### src/hdl/fsqr_pkg.sv
// ----------------------------------------------------------------------------
// fsqr_pkg
// Shared widths and types for the fixed-point square root pipeline.
// ----------------------------------------------------------------------------
package fsqr_pkg;

	localparam int FRACTION_BITS = 64;              // 1 .. 64
	localparam int RADICAND_W    = 64;
	localparam int INT_W         = 32;
	localparam int FRAC_W        = 64;              // field width, fixed
	localparam int ROOT_W        = INT_W + FRACTION_BITS;
	localparam int REM_W         = ROOT_W + 2;
	localparam int NUM_CELLS     = ROOT_W;          // one root bit per cell
	localparam int OUT_W         = INT_W + FRAC_W;  // 96, already whole bytes

	// partial result carried from cell to cell
	typedef struct packed {
		logic [REM_W-1:0]      rem;
		logic [ROOT_W-1:0]     root;
		logic [RADICAND_W-1:0] rad;   // radicand pairs not yet consumed, msb first
	} stage_t;

endpackage

### src/hdl/fsqr_cell.sv
// ----------------------------------------------------------------------------
// fsqr_cell
// One restoring step: brings down two radicand bits, tries root*4+1,
// keeps the difference if it fits and shifts the new root bit in.
// ----------------------------------------------------------------------------
module fsqr_cell (
	input  logic             clk,
	input  logic             arst_n,
	input  logic             adv,
	input  logic             in_valid,
	input  fsqr_pkg::stage_t in_data,
	output logic             out_valid,
	output fsqr_pkg::stage_t out_data
);

	logic [fsqr_pkg::REM_W-1:0] rem_sh;
	logic [fsqr_pkg::REM_W-1:0] trial;
	logic                       fits;
	fsqr_pkg::stage_t           nxt;
	logic                       valid_q;
	fsqr_pkg::stage_t           data_q;

	always_comb begin
		rem_sh   = {in_data.rem[fsqr_pkg::REM_W-3:0],
		            in_data.rad[fsqr_pkg::RADICAND_W-1 -: 2]};
		trial    = {in_data.root, 2'b01};
		fits     = (rem_sh >= trial);
		nxt.rem  = fits ? (rem_sh - trial) : rem_sh;
		nxt.root = {in_data.root[fsqr_pkg::ROOT_W-2:0], fits};
		nxt.rad  = {in_data.rad[fsqr_pkg::RADICAND_W-3:0], 2'b00};
	end

	always_ff @(posedge clk or negedge arst_n) begin
		if (!arst_n) begin
			valid_q <= 1'b0;
		end else if (adv) begin
			valid_q <= in_valid;
		end
	end

	always_ff @(posedge clk) begin
		if (adv && in_valid) begin
			data_q <= nxt;
		end
	end

	assign out_valid = valid_q;
	assign out_data  = data_q;

endmodule

### config.mk
export PLATFORM = sky130hd
export DESIGN_NAME = fsqr_cell
export DESIGN_NICKNAME = d
export VERILOG_FILES = /design/src/hdl/fsqr_pkg.sv /design/src/hdl/fsqr_cell.sv
export SDC_FILE = /design/constraint.sdc
export NUM_CORES = 1
export LEC_CHECK = 0
export ABC_CLOCK_PERIOD_IN_PS = 1100
export BUFFER_PORTS_ARGS = -buffer_cell sky130_fd_sc_hd__buf_2
export CAP_MARGIN = 10
export CORE_AREA = 5 5 197 199
export CTS_CLUSTER_DIAMETER = 100
export DETAILED_ROUTE_END_ITERATION = 8
export DIE_AREA = 0 0 202 204
export GPL_ROUTABILITY_DRIVEN = 1
export PLACE_DENSITY = 0.68
export SLEW_MARGIN = 10
export SYNTH_ARGS = -nofsm -noshare
export SYNTH_HDL_FRONTEND = slang
export SYNTH_SLANG_ARGS = --single-unit
### constraint.sdc
create_clock -name clk -period 1.1 [get_ports clk]
set_clock_uncertainty 0.05 [all_clocks]
set_input_delay 0.165 -clock clk [delete_from_list [all_inputs] [get_ports clk]]
set_output_delay 0.165 -clock clk [all_outputs]
set_load 0.02 [all_outputs]
* After elaboration in Yosys (flattened, before gate mapping)
Cells that the tools add are included.
** Operators by class
- Add/subtract/negate cells :: 1
- Order comparisons :: 1
- Reductions and logical operators :: 1
- Muxes and demuxes :: 1
** Operator list (number)
- >= comparator 98 bit :: 1
- 2-to-1 mux 98 bit :: 1
- subtractor 98 bit :: 1
- logical AND 1 bit :: 1
** Storage, ports and cells
- Bits in registers :: 257
- Logic and storage cells :: 8

* Logic depth before layout (Yosys ltp)
- Word-level depth :: 2
- Gate-level depth with buffers :: 17

* Worst setup path before layout
Ideal clock, no wire load.
- Kind :: input port to flip-flop
- Start point :: input port in_valid
- End point :: register data_q (netlist bit out_data[100]) (enable)
- Path slack :: -5.549 ns
- Stages on the path :: 1
- Arrival time :: 5.951 ns
- Path through :: and2_1
** Between the ends
- Word-level cells in the longest chain between the ends :: 1
** Ends and longest elaborated chain
- start, declared :: line fsqr_cell.sv:10 : input logic in_valid,
- logical AND 1 bit :: line fsqr_cell.sv:42 : if (adv && in_valid) begin
- end signal, assigned :: line fsqr_cell.sv:43 : data_q <= nxt;
- end, declared :: line fsqr_cell.sv:21 : fsqr_pkg::stage_t data_q;
Every way passes these cells.
A chain may end at the register's enable or synchronous reset.

==> flow_metrics.py <==
metrics = {
    "power": {
        "power.switching_mw": 11.7,
        "powerDensity_nw_per_um2": 1220,
        "clkPwrFrac_pct": 26.6,
        "sw_frac_of_total_pct": 32.8,
        "p_comb_share_pct": 39.1,
        "p_int_mw": 24.0,
        "total_power_mw": 35.7,
        "irDropWorstVdd_uv": 1620,
        "p_seq_share_pct": 34.4,
        "p_leak_nw": 12.9,
    },
    "outcome": {
        "violations": "negative setup slack",
        "status": "finished, violations left",
    },
    "critical_path": {
        "required_ns": 1.34,
        "rr_worst_depth": 2,
        "max_stage_delay_ns": 0.35,
        "worstPathCellList": "buf_6 -> inv_2 -> ha_4 -> or3_1 -> o211ai_1 -> a31oi_4 -> buf_4 -> buf_4 -> a21oi_4 -> o21ai_1 -> buf_4 -> a31oi_1 -> buf_4 -> o21ai_2 -> a31oi_1 -> xor2_1 -> o21ai_1",
        "worst-path-buf-inv": 6,
        "crit_fanout": 5,
        "start_kind": "input pin",
        "rrSetupSlack_ns": 0.08,
        "cp.arrival_ns": 3.11,
        "cp_slowest_cell": "or3_1",
        "path_common_cell": "buf_4",
        "r2r-start": "out_valid",
        "worstReg2RegEnd": "out_valid",
        "critPathKind": "input pin to flip-flop",
        "crit_path_end_kind": "flip-flop",
        "cp_top_family": "compound AO/OA/AOI/OAI gates",
    },
    "yosys": {
        "synth_edf_count": 256,
        "synth_cells": 1511,
        "synthFlopType": "edfxtp_1",
        "yosysSeqAreaShare_pct": 50.2,
        "ys_async_sr_fraction_pct": 0.389,
        "synth-seq-cells": 257,
        "synth_warnings": 0,
        "synth_area_um2": 15400,
        "synth.distinct_cells": 75,
        "synth.avg_cell_area_um2": 10.2,
    },
    "floorplan": {
        "std_cell_rows": 71,
        "chipHeight_um": 204,
        "initial_core_util_pct": 41.5,
        "coreArea_um2": 37000,
        "ioPinCount": 521,
        "fp.dieW_um": 202,
        "die_area_um2": 41200,
    },
    "clock_tree": {
        "cts_sinks": 257,
        "clockBufferDepth": 3,
        "cts_root_buf": "clkbuf_16",
        "cts.htree.levels": 1,
        "path_clk_slew_ns": 0.06,
        "clkLatencyLatePin_ns": 0.56,
        "cts_made_buffers": 28,
        "cts_tree": "done",
    },
    "route": {
        "wl_per_cell_um": 23.3,
        "drt_iter0_markers": 1387,
        "avgViaCountPerCell": 5.51,
        "final_antenna_net_count": 0,
        "finalWirelength_um": 76300,
        "route.detailed.drc": 0,
        "first_pass_iters": 6,
        "vias": 18000,
    },
    "timing": {
        "post-route-period-util_pct": 261,
        "slew_headroom_pct": 51.0,
        "setup_violations": 356,
        "hold_viol": 0,
        "finalMaxSlewViolations": 0,
        "worst_slew_pin_slew_ns": 0.728,
        "finalCriticalPeriod_ns": 2.87,
        "rsz0062_at_grt": "yes",
        "setup_slack_ns": -1.77,
        "clock.fmax_mhz": 349,
    },
    "worst_hold_path": {
        "hold_path.class": "input pin to flip-flop",
        "hold-path-cell-count": 4,
        "worstHoldStart": "in_data[164]",
        "min_to": "out_data[166]",
    },
    "grt": {
        "grt_pass1_wl_um": 104000,
        "gr-total-overflow": 0,
        "grt_pass1_vias": 18400,
        "antenna_found_initial": 17,
        "grt_max_degree": 41,
        "track_usage_pct": 31.7,
    },
    "layout": {
        "syn2layout_area_growth_pct": 90.4,
        "nets": 3125,
        "drive_gt1_share_pct": 48.9,
        "fin_util_pct": 79.0,
        "final_area_um2": 29300,
    },
    "place": {
        "portBuffers": 516,
        "hpwl_um": 47000,
        "placed_area_um2": 22300,
        "finalWeightedCongestion": 0.915,
    },
    "run": {
        "maxCapViolCount": 0,
    },
}
## layer usage
layer	up-vias	GRT usage (%)	part of all wire [%]
met5	-	0	0.045
met4	6	14.6	6.0
met3	260	6.97	8.2
met2	1021	57.4	50
met1	8708	35.7	36
li1	8050	-	-
## power groups by stage
stage                     registers (mW)  clock network (mW)  logic [mW]
after floorplan                     13.3                   0        4.51
after global placement              12.2                   0        9.95
after detailed placement            12.2                   0        10.1
after CTS                           12.1                9.40        12.3
after global routing                12.3                10.1        14.6
final                               12.3                9.49        13.9
## area by class of cell
| type | count | area (um2) |
|---|---|---|
| clock buffer | 35 | 748 |
| timing repair buffer | 1289 | 11000 |
| sequential | 257 | 7710 |
| fill | 2088 | 7790 |
| clock inverter | 14 | 125 |
| tap | 474 | 593 |
| antenna | 14 | 35.0 |
| multi-input combinational | 1055 | 8490 |
| inverter | 134 | 546 |
## cell usage in the layout, fill, tap and decap left out, types with 9 or more instances in the layout
cell type / n
a21o_1: 40
a21oi_1: 106
a21oi_2: 26
a21oi_4: 10
a31oi_1: 9
buf_12: 22
buf_2: 273
buf_4: 473
buf_6: 249
buf_8: 10
clkbuf_16: 30
diode_2: 14
dlygate4sd3_1: 258
edfxtp_1: 256
ha_1: 44
ha_4: 53
inv_1: 101
inv_2: 20
inv_4: 10
nand2_1: 143
nand2_2: 31
nand2_4: 12
nand3_1: 20
nand4_1: 38
nor2_1: 57
nor3_1: 12
o21a_1: 10
o21ai_0: 40
o21ai_1: 76
o21ai_2: 34
o21bai_1: 34
xnor2_1: 56
xor2_1: 35
## kinds of logic after synthesis
logic type | Yosys count | share of synthesized area, %
compound gates | 471 | 19.2
other cells | 1 | 0.0244
xor+xnor | 92 | 5.24
buf+inv | 200 | 5.35
fa+ha+maj | 98 | 7.98
simple gates | 388 | 11.7
mux | 4 | 0.318
flops | 257 | 50.2
## flip-flops by register name, summed over array words and instances, names as in the netlist
register,count
out_data,256
out_valid,1
## metrics by stage
| stage | cells | hold WS, ns | setup slack [ns] | TNS (ns) |
|---|---|---|---|---|
| 4_1_cts | 3236 | -0.284 | -1.67 | -213.58 |
| 5_1_grt | 3270 | 0.115 | -1.79 | -233.52 |
| 3_5_place_dp | 2899 | -0.104 | -2.63 | -272.48 |
| 6_report | 3272 | 0.132 | -1.77 | -214.23 |
| 2_1_floorplan | 1512 | -0.181 | -1.83 | -518.03 |
| 3_3_place_gp | 2899 | -0.108 | -2.60 | -266.65 |
## timing repair
| item | CTS | global route |
|---|---|---|
| resized for setup | 441 | 358 |
| cloned | 4 | 1 |
| hold buffers | 257 | 1 |
| setup buffers | 31 | 24 |
| endpoints found under the hold margin | 256 | 1 |
| pin swaps | 57 | 77 |
| endpoints found under the setup margin | 356 | 356 |
## cell usage after synthesis (all sizes together) (6+ instances only)
cell,number,area (um2)
edfxtp,256,7690
nand2,186,698
o21ai,156,792
a21oi,142,726
inv,134,503
ha,98,1230
nor2,63,236
xnor2,57,499
a21o,41,308
nand4,38,238
o21bai,36,270
clkbuf,35,134
xor2,35,307
buf,31,185
nand3,23,115
nor3,18,90.1
a31oi,16,151
and3,13,81.3
a211oi,12,105
o31ai,11,82.6
o21a,10,75.1
nand2b,8,50.1
o211ai,8,60.1
a221oi,7,67.6
nor2b,6,37.5
## worst max path at each step
stage | startpoint | to | cells after the start
CTS | in_data[68] | out_data[169] | 15
finish | in_data[76] | out_data[232] | 17
global route | in_data[76] | out_data[232] | 17
global placement | in_data[207] | out_data[257] | 15
floorplan | in_data[180] | out_data[249] | 13
detailed placement | in_data[121] | out_data[257] | 15
## worst register-to-register path, stage by stage, from the launching register on
cell     delay [ns]
dfrtp_1        0.42
buf_4          0.15
mux2_2         0.28
Note: power is estimated with default switching activity, not from simulation.
