==> src/hdl/fsqr_pkg.sv <==
// ----------------------------------------------------------------------------
// fsqr_pkg
// Shared widths and types for the fixed-point square root pipeline.
// ----------------------------------------------------------------------------
package fsqr_pkg;

	localparam int FRACTION_BITS = 64;              // 1 .. 64
	localparam int RADICAND_W    = 64;
	localparam int INT_W         = 32;
	localparam int FRAC_W        = 64;              // field width, fixed
	localparam int ROOT_W        = INT_W + FRACTION_BITS;
	localparam int REM_W         = ROOT_W + 2;
	localparam int NUM_CELLS     = ROOT_W;          // one root bit per cell
	localparam int OUT_W         = INT_W + FRAC_W;  // 96, already whole bytes

	// partial result carried from cell to cell
	typedef struct packed {
		logic [REM_W-1:0]      rem;
		logic [ROOT_W-1:0]     root;
		logic [RADICAND_W-1:0] rad;   // radicand pairs not yet consumed, msb first
	} stage_t;

endpackage

==> src/hdl/fsqr_skid.sv <==
// ----------------------------------------------------------------------------
// fsqr_skid
// Output register plus one skid entry, so the cell chain keeps moving
// while a finished beat waits on the master side.
// ----------------------------------------------------------------------------
module fsqr_skid (
	input  logic                       clk,
	input  logic                       arst_n,
	input  logic                       in_valid,
	input  logic [fsqr_pkg::OUT_W-1:0] in_data,
	output logic                       in_ready,
	output logic                       out_valid,
	input  logic                       out_ready,
	output logic [fsqr_pkg::OUT_W-1:0] out_data
);

	logic                       out_valid_q;
	logic [fsqr_pkg::OUT_W-1:0] out_data_q;
	logic                       skid_valid_q;
	logic [fsqr_pkg::OUT_W-1:0] skid_data_q;
	logic                       pop;
	logic                       push;

	assign in_ready = !skid_valid_q;
	assign pop      = out_valid_q && out_ready;
	assign push     = in_valid && !skid_valid_q;

	always_ff @(posedge clk or negedge arst_n) begin
		if (!arst_n) begin
			out_valid_q  <= 1'b0;
			skid_valid_q <= 1'b0;
		end else if (skid_valid_q) begin
			if (pop) begin
				skid_valid_q <= 1'b0;
			end
		end else if (push) begin
			if (out_valid_q && !pop) begin
				skid_valid_q <= 1'b1;
			end else begin
				out_valid_q <= 1'b1;
			end
		end else if (pop) begin
			out_valid_q <= 1'b0;
		end
	end

	always_ff @(posedge clk) begin
		if (skid_valid_q) begin
			if (pop) begin
				out_data_q <= skid_data_q;
			end
		end else if (push) begin
			if (out_valid_q && !pop) begin
				skid_data_q <= in_data;
			end else begin
				out_data_q <= in_data;
			end
		end
	end

	assign out_valid = out_valid_q;
	assign out_data  = out_data_q;

endmodule

==> config.mk <==
export PLATFORM = sky130hd
export DESIGN_NAME = fsqr_skid
export DESIGN_NICKNAME = d
export VERILOG_FILES = /design/src/hdl/fsqr_pkg.sv /design/src/hdl/fsqr_skid.sv
export SDC_FILE = /design/constraint.sdc
export NUM_CORES = 1
export LEC_CHECK = 0
export BUFFER_PORTS_ARGS = -buffer_cell sky130_fd_sc_hd__buf_2
export CAP_MARGIN = 5
export CORE_MARGIN = 3
export CORE_UTILIZATION = 49
export CTS_BUF_LIST = sky130_fd_sc_hd__clkbuf_8
export CTS_CLUSTER_SIZE = 14
export DETAILED_ROUTE_END_ITERATION = 16
export GPL_ROUTABILITY_DRIVEN = 0
export PLACE_DENSITY = 0.78
export SLEW_MARGIN = 25
export SYNTH_ARGS = -nofsm -noshare
export SYNTH_HDL_FRONTEND = slang
export SYNTH_SLANG_ARGS = --single-unit
==> constraint.sdc <==
create_clock -name clk -period 7.3 [get_ports clk]
set_input_delay 0.73 -clock clk [delete_from_list [all_inputs] [get_ports clk]]
set_output_delay 0.73 -clock clk [all_outputs]
set_load 0.1 [all_outputs]
# Word level (Yosys, flattened, before mapping)
# Index checks and enable logic that the tools add are counted.
[classes]
n_mux = 11
n_reduce_logical = 10
eq_ne = 3
bitwise = 1
[op_table]
columns = ["operator", "count"]
rows = [
  ["96-bit two-way mux", 4],
  ["3-bit AND reduction", 3],
  ["1-bit two-way mux", 7],
  ["2-bit != test, second input constant", 2],
  ["2-bit nonzero test", 2],
  ["1-bit logical AND", 3],
  ["1-bit logical NOT", 2],
  ["2-bit by 1-bit != test with 1-bit output, second input constant", 1],
  ["1-bit inverter", 1],
]
[totals]
input_bits = 100
elab_cells = 29
ff_bits = 194

# Depth between registers and ports, before layout
# Gate-level depths: netlist (run 1).
[logic_depth]
depth_word = 6
depth_mapped = 4
ltp_nobuf = 2

# Worst setup path before layout (run 1)
# No wires, ideal clock.
[synth_path]
path_type = "register to register"
from = "register out_valid_q, in the netlist out_valid"
to = "register skid_data_q[0] (netlist bit) (enable)"
path_slack_ps = -1054
required_time_ps = 6632
path_buffers = 0
path_stages_with_launch = 3
period_less_slack_ps = 8354
setup_time_ps = 668
arrival_ps = 7686
cell_sequence = "dfrtp_1 inv_1 nor3_1"
[synth_via]
elab_chain_len = 4
[synth_rtl]
columns = ["element", "line_no", "source"]
rows = [
  ["from (decl)", "fsqr_skid.sv:17", "logic out_valid_q;"],
  ["from (signal assigned)", "fsqr_skid.sv:30", "out_valid_q <= 1'b0;"],
  ["from (signal assigned)", "fsqr_skid.sv:40", "out_valid_q <= 1'b1;"],
  ["from (signal assigned)", "fsqr_skid.sv:43", "out_valid_q <= 1'b0;"],
  ["1-bit logical AND", "fsqr_skid.sv:25", "assign pop = out_valid_q && out_ready;"],
  ["1-bit logical NOT", "fsqr_skid.sv:53", "if (out_valid_q && !pop) begin"],
  ["1-bit logical AND *", "fsqr_skid.sv:53", ""],
  ["3-bit AND reduction (no source line) *", "-", ""],
  ["to (signal assigned)", "fsqr_skid.sv:54", "skid_data_q <= in_data;"],
  ["to (decl)", "fsqr_skid.sv:20", "logic [fsqr_pkg::OUT_W-1:0] skid_data_q;"],
]
# Every way passes the cells marked *; elsewhere a longest branch is shown, timed or not.
# A chain may end at the register's enable or synchronous reset.

# Worst setup path after layout (run 1)
[layout_path]
from = "register skid_valid_q"
to = "register out_data_q (netlist bit out_data[75]) (enable)"
[layout_via]
elab_chain_len = 4
[layout_rtl]
columns = ["element", "line_no", "source"]
rows = [
  ["from (decl)", "fsqr_skid.sv:19", "logic skid_valid_q;"],
  ["from (signal assigned)", "fsqr_skid.sv:31", "skid_valid_q <= 1'b0;"],
  ["from (signal assigned)", "fsqr_skid.sv:34", "skid_valid_q <= 1'b0;"],
  ["from (signal assigned)", "fsqr_skid.sv:38", "skid_valid_q <= 1'b1;"],
  ["1-bit logical NOT", "fsqr_skid.sv:26", "assign push = in_valid && !skid_valid_q;"],
  ["1-bit logical AND", "fsqr_skid.sv:26", ""],
  ["2-bit nonzero test (no source line)", "-", ""],
  ["3-bit AND reduction (no source line) *", "-", ""],
  ["to (signal assigned)", "fsqr_skid.sv:50", "out_data_q <= skid_data_q;"],
  ["to (signal assigned)", "fsqr_skid.sv:56", "out_data_q <= in_data;"],
  ["to (decl)", "fsqr_skid.sv:18", "logic [fsqr_pkg::OUT_W-1:0] out_data_q;"],
]
# Marked as above.

==> impl_summary.md, run 1 <==
Run status
The flow ran to the end, and the final reports show no timing, DRC or antenna violations.

Final layout
The final net count is a little over 600. The number of antenna diodes in the final layout is 0. Relative to the synthesized area, the layout overhead comes to 20.2%. The fraction of layout cells with a size suffix above 1 is 61.6%. The number of fillers in the final layout is between 1000 and 1500.

The share of the core filled with cells is 61.1%.

Floorplan
The number of core rows is 44. The initial utilization of the core area, before any placement, comes to 50.8%. The boundary pin count is 198. The die covers about 17000 um^2.

The floorplan step set the die width to 129 um. In this run the vertical extent of the chip is 129 um. The floorplan step defined a core boundary enclosing around 15000 um^2.

Critical path
The highest net fanout along the worst path is around 50. The first element of the critical path is skid_valid_q$_DFF_PN0_. The worst register-to-register path begins at skid_valid_q$_DFF_PN0_. The path type of the worst setup path is reg2reg. At the worst endpoint, the required time is 7380 ps.

The signal arrival time at the worst endpoint is 3000 ps. STA classifies the critical path startpoint as a register. The sort of element at the end of the critical path is a register.

Route
Detailed routing inserted a total of about 3600 vias. Dividing the detail-routed wire length by the instance count gives 17.8 um. The met3 wire length is 1050 um. The count of routing violations after the opening detailed-route iteration is about 280.

Once detail routing completed, the nets flagged for antenna violations numbered 0. The routed wire length is roughly 13000 um. The number of DRC violations after detailed routing is 0. Wire segments on met2 add up to 6200 um in the final route.

In the final routing, the length of wire on met1 measures 5370 um. The highest layer used for signal routing is met5. The count of TritonRoute iterations in the first routing pass is 4. Using the TritonRoute via totals, the vias-per-cell ratio works out to 4.94.

Flow run
The number of max-cap violations is 0.

Timing
The remaining max-slew budget at the tightest pin is 36.1%. The number of hold-slack violations in the final timing report is 0. Timing would allow up to 343 MHz. For the pin with the worst max-slew slack, the measured transition is 958 ps. The final max-slew violation count is 0. Setup repair after global routing left no endpoint under its margin. Setup total negative slack on the finished layout was measured at 0 ps.

The setup-violating endpoint count in the final report is 0. The clock skew after layout is 12.7 ps. The clock period minus final worst setup slack is 2920 ps. After layout, the worst path uses 40.0% of the clock period.

Clock tree
The post-CTS repair timing setup buffer count is 0. The H-tree was split into 4 levels. No sink is reached through more buffers than the 2 on the longest clock path.

The clock drives 194 sinks. The post-CTS clock slew at the launch and capture registers of the worst setup and hold paths is 90 ps. The later-pin clock latency in the skew report is 450 ps. Clock tree synthesis selected as its root buffer the cell sky130_fd_sc_hd__clkbuf_8. Clock tree synthesis inserted a total of 17 buffers. The post-CTS resize count is 0.

The TritonCTS clock tree is built.

Synthesis
The post-synth net total is 411. The count of distinct cell types in the synthesized netlist is 16. The area of the mapped netlist is 7470 um^2. The number of standard cells after synthesis is 311. A synthesized cell averages 24.0 um^2. For this run, the number of Yosys warnings is 0.

The main combinational cell family by area after synthesis is multiplexers. Ranked by total cell area, the synthesized netlist is headed by sky130_fd_sc_hd__edfxtp_1 77%, sky130_fd_sc_hd__mux2_4 17%, sky130_fd_sc_hd__buf_12 2.1%. The synthesized netlist devotes 0% of its cell area to XOR and XNOR gates. Sequential cells were found to cover 77.9% of the synthesized design area.

The synthesized netlist devotes 0% of its cell area to adder and majority cells. Summing the areas of all and, or, nand and nor instances in the mapped netlist gives 0.285% of the synthesized area. The share of the synthesized area in the top cell type is 77.2%. The register bit count reported by yosys is just under 200. The cell taking the most area after synthesis is sky130_fd_sc_hd__edfxtp_1. Of the post-synthesis cell area, the part taken by muxes is about a fifth. The area fraction in compound gates after synthesis is less than 1%.

GRT
The pin count of the biggest net entering global routing is 64. The via count of the first global-routing pass is 3775. The number of antenna violations at the first check in global routing is 1. The overall track demand over capacity in global routing is 15.6%. The first-pass GRT wire length is between 15000 and 20000 um. Global routing finished with a remaining overflow of 0.

Place
The HPWL after detailed placement is roughly 8600 um. The quantity of I/O buffers inserted on ports is 197.

Min path
The worst hold path class is in2reg. The source of the worst hold timing path is in_data[33].
cells in the mapped netlist:
master	n
sky130_fd_sc_hd__mux2_2	9
sky130_fd_sc_hd__nor3_1	1
sky130_fd_sc_hd__buf_12	8
sky130_fd_sc_hd__nor2b_1	1
sky130_fd_sc_hd__a21oi_1	2
sky130_fd_sc_hd__buf_2	1
sky130_fd_sc_hd__buf_8	1
sky130_fd_sc_hd__buf_6	1
sky130_fd_sc_hd__inv_1	2
sky130_fd_sc_hd__mux2_4	87
sky130_fd_sc_hd__a2bb2oi_1	1
sky130_fd_sc_hd__nand2b_1	1
sky130_fd_sc_hd__nand2_1	1
sky130_fd_sc_hd__dfrtp_1	2
sky130_fd_sc_hd__o21ai_0	1
sky130_fd_sc_hd__edfxtp_1	192
worst max-delay path: stages (launching register included):
cell	delay, ps
sky130_fd_sc_hd__dfrtp_4	960
sky130_fd_sc_hd__nand2_1	200
sky130_fd_sc_hd__a2bb2oi_4	160
sky130_fd_sc_hd__buf_4	520
sky130_fd_sc_hd__buf_4	630
registers in the layout, indices dropped and copies added, names as in the netlist:
| register | flops |
|---|---|
| skid_data_q | 96 |
| skid_valid_q | 1 |
| out_valid | 1 |
| out_data | 96 |
metal layers:
metal / vias to the layer above / track usage [%]
li1: 1655 / -
met2: 149 / 24.4
met4: 2 / 5.13
met5: - / 0
met3: 20 / 6.18
met1: 1724 / 20.2
cell type report:
class | instances | area (um^2) | share of cell area [%]
sequential | 194 | 5820 | 64.8
inverter | 2 | 7.51 | 0.0836
timing repair buffer | 203 | 1030 | 11.5
tap | 184 | 230 | 2.56
clock inverter | 14 | 171 | 1.91
clock buffer | 17 | 234 | 2.61
multi-input combinational | 104 | 1480 | 16.5
cell usage in the layout, fill, tap and decap left out:
cell / n
sky130_fd_sc_hd__a21oi_1: 2
sky130_fd_sc_hd__a2bb2oi_4: 1
sky130_fd_sc_hd__buf_2: 197
sky130_fd_sc_hd__buf_4: 5
sky130_fd_sc_hd__bufinv_16: 4
sky130_fd_sc_hd__clkbuf_8: 17
sky130_fd_sc_hd__clkinv_1: 2
sky130_fd_sc_hd__clkinv_2: 5
sky130_fd_sc_hd__clkinvlp_4: 2
sky130_fd_sc_hd__dfrtp_1: 1
sky130_fd_sc_hd__dfrtp_4: 1
sky130_fd_sc_hd__dlygate4sd3_1: 1
sky130_fd_sc_hd__edfxtp_1: 192
sky130_fd_sc_hd__inv_1: 3
sky130_fd_sc_hd__mux2_2: 9
sky130_fd_sc_hd__mux2_4: 87
sky130_fd_sc_hd__nand2_1: 1
sky130_fd_sc_hd__nand2b_1: 1
sky130_fd_sc_hd__nor2b_1: 1
sky130_fd_sc_hd__nor3_4: 1
sky130_fd_sc_hd__o21ai_0: 1
worst paths after layout:
path	slack, ps	cells after the start	endpoint
max	4380	4	out_data[75]$_DFFE_PP_
min	470	1	skid_data_q[33]$_DFFE_PP_
max reg2reg	4380	4	out_data[75]$_DFFE_PP_
min reg2reg	550	1	skid_valid_q$_DFF_PN0_
max in group asynchronous	6600	2	skid_valid_q$_DFF_PN0_
min in group asynchronous	580	2	out_valid$_DFFE_PN0P_
kinds of logic (layout without fill, tap and decap cells):
kind of cell           Yosys count  in the layout
muxes                           96             96
DFF                            194            194
buffers and inverters           13            236
and+or+nand+nor                  4              4
AOI/OAI and AO/OA                4              4
timing repair:
action / 4_1_cts / 5_1_grt
hold buffers: 0 / 1
hold endpoints to repair: 0 / 1
endpoints found under the setup margin: 0 / 0
metrics by stage:
stage	setup slack (ps)	instances	instance area, um^2	hold slack [ps]
finish	4380	718	8980	465
CTS	4310	717	8970	7.18
global placement	4390	686	8560	494
global route	4140	718	8980	416
detailed placement	4320	686	8560	522
floorplan	726	311	7470	434
Power of run 1 is left out: the tool's default activity adds up to more than one toggle a clock period on the data nets, which glitch-free logic cannot reach.
==> run 2, diff against run 1 <==
--- a/config.mk
+++ b/config.mk
@@ -5,15 +5,16 @@
 export SDC_FILE = /design/constraint.sdc
 export NUM_CORES = 1
 export LEC_CHECK = 0
+export ABC_AREA = 1
 export BUFFER_PORTS_ARGS = -buffer_cell sky130_fd_sc_hd__buf_2
 export CAP_MARGIN = 5
 export CORE_MARGIN = 3
-export CORE_UTILIZATION = 49
+export CORE_UTILIZATION = 54
 export CTS_BUF_LIST = sky130_fd_sc_hd__clkbuf_8
 export CTS_CLUSTER_SIZE = 14
 export DETAILED_ROUTE_END_ITERATION = 16
 export GPL_ROUTABILITY_DRIVEN = 0
-export PLACE_DENSITY = 0.78
+export PLACE_DENSITY = 0.82
 export SLEW_MARGIN = 25
 export SYNTH_ARGS = -nofsm -noshare
 export SYNTH_HDL_FRONTEND = slang
==> constraint.sdc (replaced) <==
create_clock -name clk -period 2.9 [get_ports clk]
set_input_delay 0.29 -clock clk [delete_from_list [all_inputs] [get_ports clk]]
set_output_delay 0.29 -clock clk [all_outputs]
set_load 0.1 [all_outputs]
==> run 2 against run 1 <==
  * Register-to-register slack got worse by 3500 ps
  * Non-clock buffer count rose by 56
  * Global-route usage is 5.5 points higher
  * Utilization up 12 points
  * Wire length grew 19%
  * Synthesized area shrank 5.0%
  * Synthesized cell count grew 67%
  * Sequential share of layout area fell by 2.1 points
  * Final cell count up 34%
  * Flip-flop and latch count stayed put
  * Count of clock-buffer cells in the layout unchanged
  * First-iteration DRC count rose by 66%
  * Critical endpoint is now in_ready
==> impl_summary.md, run 2 <==
Timing
The remaining max-slew budget at the tightest pin came to 42.4% (+6.3 points). The clock skew after layout is 11.6 ps (-1.18 ps). The number of hold-slack violations in the final timing report is 0 (unchanged). The setup-violating endpoint count in the final report is 0 (unchanged). The slew at the pin closest to its max-slew limit is 864 ps (-93.8 ps). The total negative slack for setup checks is 0 ps (unchanged). The final max-slew violation count came to 0 (unchanged). The worst hold-check slack was 34.6 ps (-431 ps). The ratio of final minimum period to clock period is 73.2%. For this run, the top clock speed supported by timing is 471 MHz.

Setup repair after global routing left no endpoint under its margin. The clock period minus final worst setup slack is 2120 ps.

Critical path
The end of the worst register-to-register path is out_data[40]$_DFFE_PP_. The data required time at the worst endpoint was 2610 ps (-4770 ps). The type of origin of the critical path is a register. STA classifies the critical path endpoint as an output port. The setup path with the least slack is of type reg2out.

The cell depth of the worst flop-to-flop path is 4 (unchanged). The worst setup path endpoint is in_ready. The most critical setup path has its startpoint at skid_valid_q$_DFF_PN0_. The highest net fanout along the worst path is 32 (-35%). The register-to-register setup slack is 890 ps (-3490 ps). In this run the critical register-to-register path is launched from skid_valid_q$_DFF_PN0_. The signal arrival time at the worst endpoint is 1830 ps (-1170 ps).

Synthesis
The dominant cell by count in the synthesized netlist is sky130_fd_sc_hd__nand2_1. The simple-gate share of the synthesized area is 15.8% (+16 points). The multiplexer fraction of the synthesized cell area is 0% (-19 points). The count of synthesis-stage warnings from yosys is 0 (unchanged). The number of standard cells after synthesis is 519 (+67%). The area of the mapped netlist is 7090 um^2 (-5.0%).

By area the synthesized netlist is led by sky130_fd_sc_hd__edfxtp_1 81%, sky130_fd_sc_hd__nand2_1 16%, sky130_fd_sc_hd__buf_2 0.99%. The register bit count reported by yosys is 194 (unchanged). The mean instance size in the synthesized netlist is 13.7 um^2 (-43%). The register area share after synthesis came to 82.0% (+4.1 points).

The main combinational cell family by area after synthesis is simple AND/OR/NAND/NOR gates. The number of synthesized flops with an enable pin is 192 (unchanged). sky130_fd_sc_hd__edfxtp_1 takes more of the synthesized area than any other cell. The adder-cell area share of the yosys netlist is 0% (unchanged). The area fraction in compound gates after synthesis is 0.0706% (-0.25 points). The synthesized-area fraction occupied by xor and xnor cells is 0% (unchanged). The share of the synthesized area in the top cell type is 81.3% (+4.1 points). The commonest cells after synthesis are 295 x sky130_fd_sc_hd__nand2_1, 192 x sky130_fd_sc_hd__edfxtp_1, 14 x sky130_fd_sc_hd__buf_2. For this run, the leading register cell type out of synthesis is sky130_fd_sc_hd__edfxtp_1. The post-synth net total is 619 (+51%). The post-synthesis async set-or-reset flop share is 1.03% (unchanged). The count of distinct cell types in the synthesized netlist came to 12 (-4).

Final layout
The final standard cell area without fillers came to 9280 um^2 (+3.4%). Leaving out fill and tap cells, the most frequent cells in the layout are 295 x sky130_fd_sc_hd__nand2_1, 197 x sky130_fd_sc_hd__buf_2, 192 x sky130_fd_sc_hd__edfxtp_1. The area growth from synthesis to layout is 30.9%. The share of the core filled with cells is 73.0% (+12 points). The fraction of layout cells with a size suffix above 1 came to 30.0% (-32 points). The final net count is 876 (+41%).

The leading cell type in the layout, fill and taps excluded is sky130_fd_sc_hd__nand2_1.

GRT
The number of antenna violations at the first check in global routing is 1 (unchanged). The first-pass GRT wire length was 23100 um (+17%). The overall track demand over capacity in global routing is 21.1% (+5.5 points). The via count of the first global-routing pass is 4529 (+20%). The global route total overflow is 0 (unchanged). The pin count of the biggest net entering global routing is 85 (+33%).

Route
The via count normalized by instance count is 4.92 (-0.55%). The number of DRC violations after detailed routing came to 0 (unchanged). The post-detailed-route count of antenna-violating nets is 0 (unchanged). The count of TritonRoute iterations in the first routing pass was 5 (+1).

The routed wire length was 15200 um (+19%). The routed wirelength normalized by instance count is 15.8 um (-12%). The via total after detailed routing is 4735 (+33%). The count of routing violations after the opening detailed-route iteration is 463 (+66%).

Place
The HPWL after detailed placement is 9270 um (+8.0%). The cell area after placement is 8270 um^2 (-3.4%). The quantity of I/O buffers inserted on ports is 197 (unchanged).

Floorplan
The die span in x is 121 um (-6.8%). The effective utilization at floorplan is 55.7% (+4.9 points). The number of core rows is 41 (-6.8%). The core area is 12700 um^2 (-13%). The height of the die came to 121 um (-6.8%). The boundary pin count is 198 (unchanged).

The area of the die is 14500 um^2 (-13%).

Min path
The min-delay analysis places its worst path in the category in2reg.

Clock tree
The TritonCTS sink count is 194 (unchanged). The clock buffer count from CTS is 17 (unchanged). The clock tree root driver cell is sky130_fd_sc_hd__clkbuf_8.

The post-CTS resize count is 0 (unchanged). The post-CTS clock slew at the launch and capture registers of the worst setup and hold paths came to 90 ps (about the same). The largest buffer count on any clock path was 2 (unchanged). The later-pin clock latency in the skew report is 450 ps (about the same). The depth of the CTS H-tree is 4 (unchanged). TritonCTS built the clock tree.

Flow run
The number of max-cap violations is 0 (unchanged).

Run status
The run finished with clean final reports.
==> run 2: area by class of cell <==
type	instances	area (um^2)
Clock inverter	15	214
Inverter	5	25.0
Multi-Input combinational cell	299	1140
Sequential cell	194	5820
Antenna cell	2	5.00
Clock buffer	17	234
Timing Repair Buffer	259	1630
Fill cell	831	3440
Tap cell	172	215
==> run 2: how the worst min path moves through the flow <==
stage	from	end	cells past startpoint
after floorplan	arst_n	skid_valid_q$_DFF_PN0_	0
after global placement	arst_n	out_valid$_DFFE_PN0P_	1
final	in_data[35]	skid_data_q[35]$_DFFE_PP_	1
after CTS	in_data[36]	skid_data_q[36]$_DFFE_PP_	1
after global routing	in_data[13]	skid_data_q[13]$_DFFE_PP_	1
after detailed placement	arst_n	out_valid$_DFFE_PN0P_	1
==> run 2: cells by family after synthesis <==
family                 after synthesis
and+or+nand+nor                    298
DFF                                194
buffers and inverters               26
AOI/OAI and AO/OA                    1
==> run 2: stage by stage <==
stage          instances  setup WS [ps]
2_1_floorplan        519           46.9
3_3_place_gp         873            919
3_5_place_dp         873            888
4_1_cts              954            744
5_1_grt              962            682
6_report             963            778
==> run 2: timing repair <==
action / CTS / global route
hold buffers: 49 / 7
buffers inserted: 0 / 0
endpoints found under the hold margin: 50 / 7
==> run 2: critical path: stages, from the launching register on <==
cell	delay, ps
sky130_fd_sc_hd__dfrtp_4	580
sky130_fd_sc_hd__inv_4	290
sky130_fd_sc_hd__buf_2	510
==> run 2: per-layer routing <==
metal | part of all wire, % | global-route usage (%)
met5 | 0 | 0
met4 | 3.6 | 10.9
met3 | 7.7 | 5.66
met2 | 50 | 34.1
met1 | 38 | 26.4
Power of run 2 is left out for the same reason.
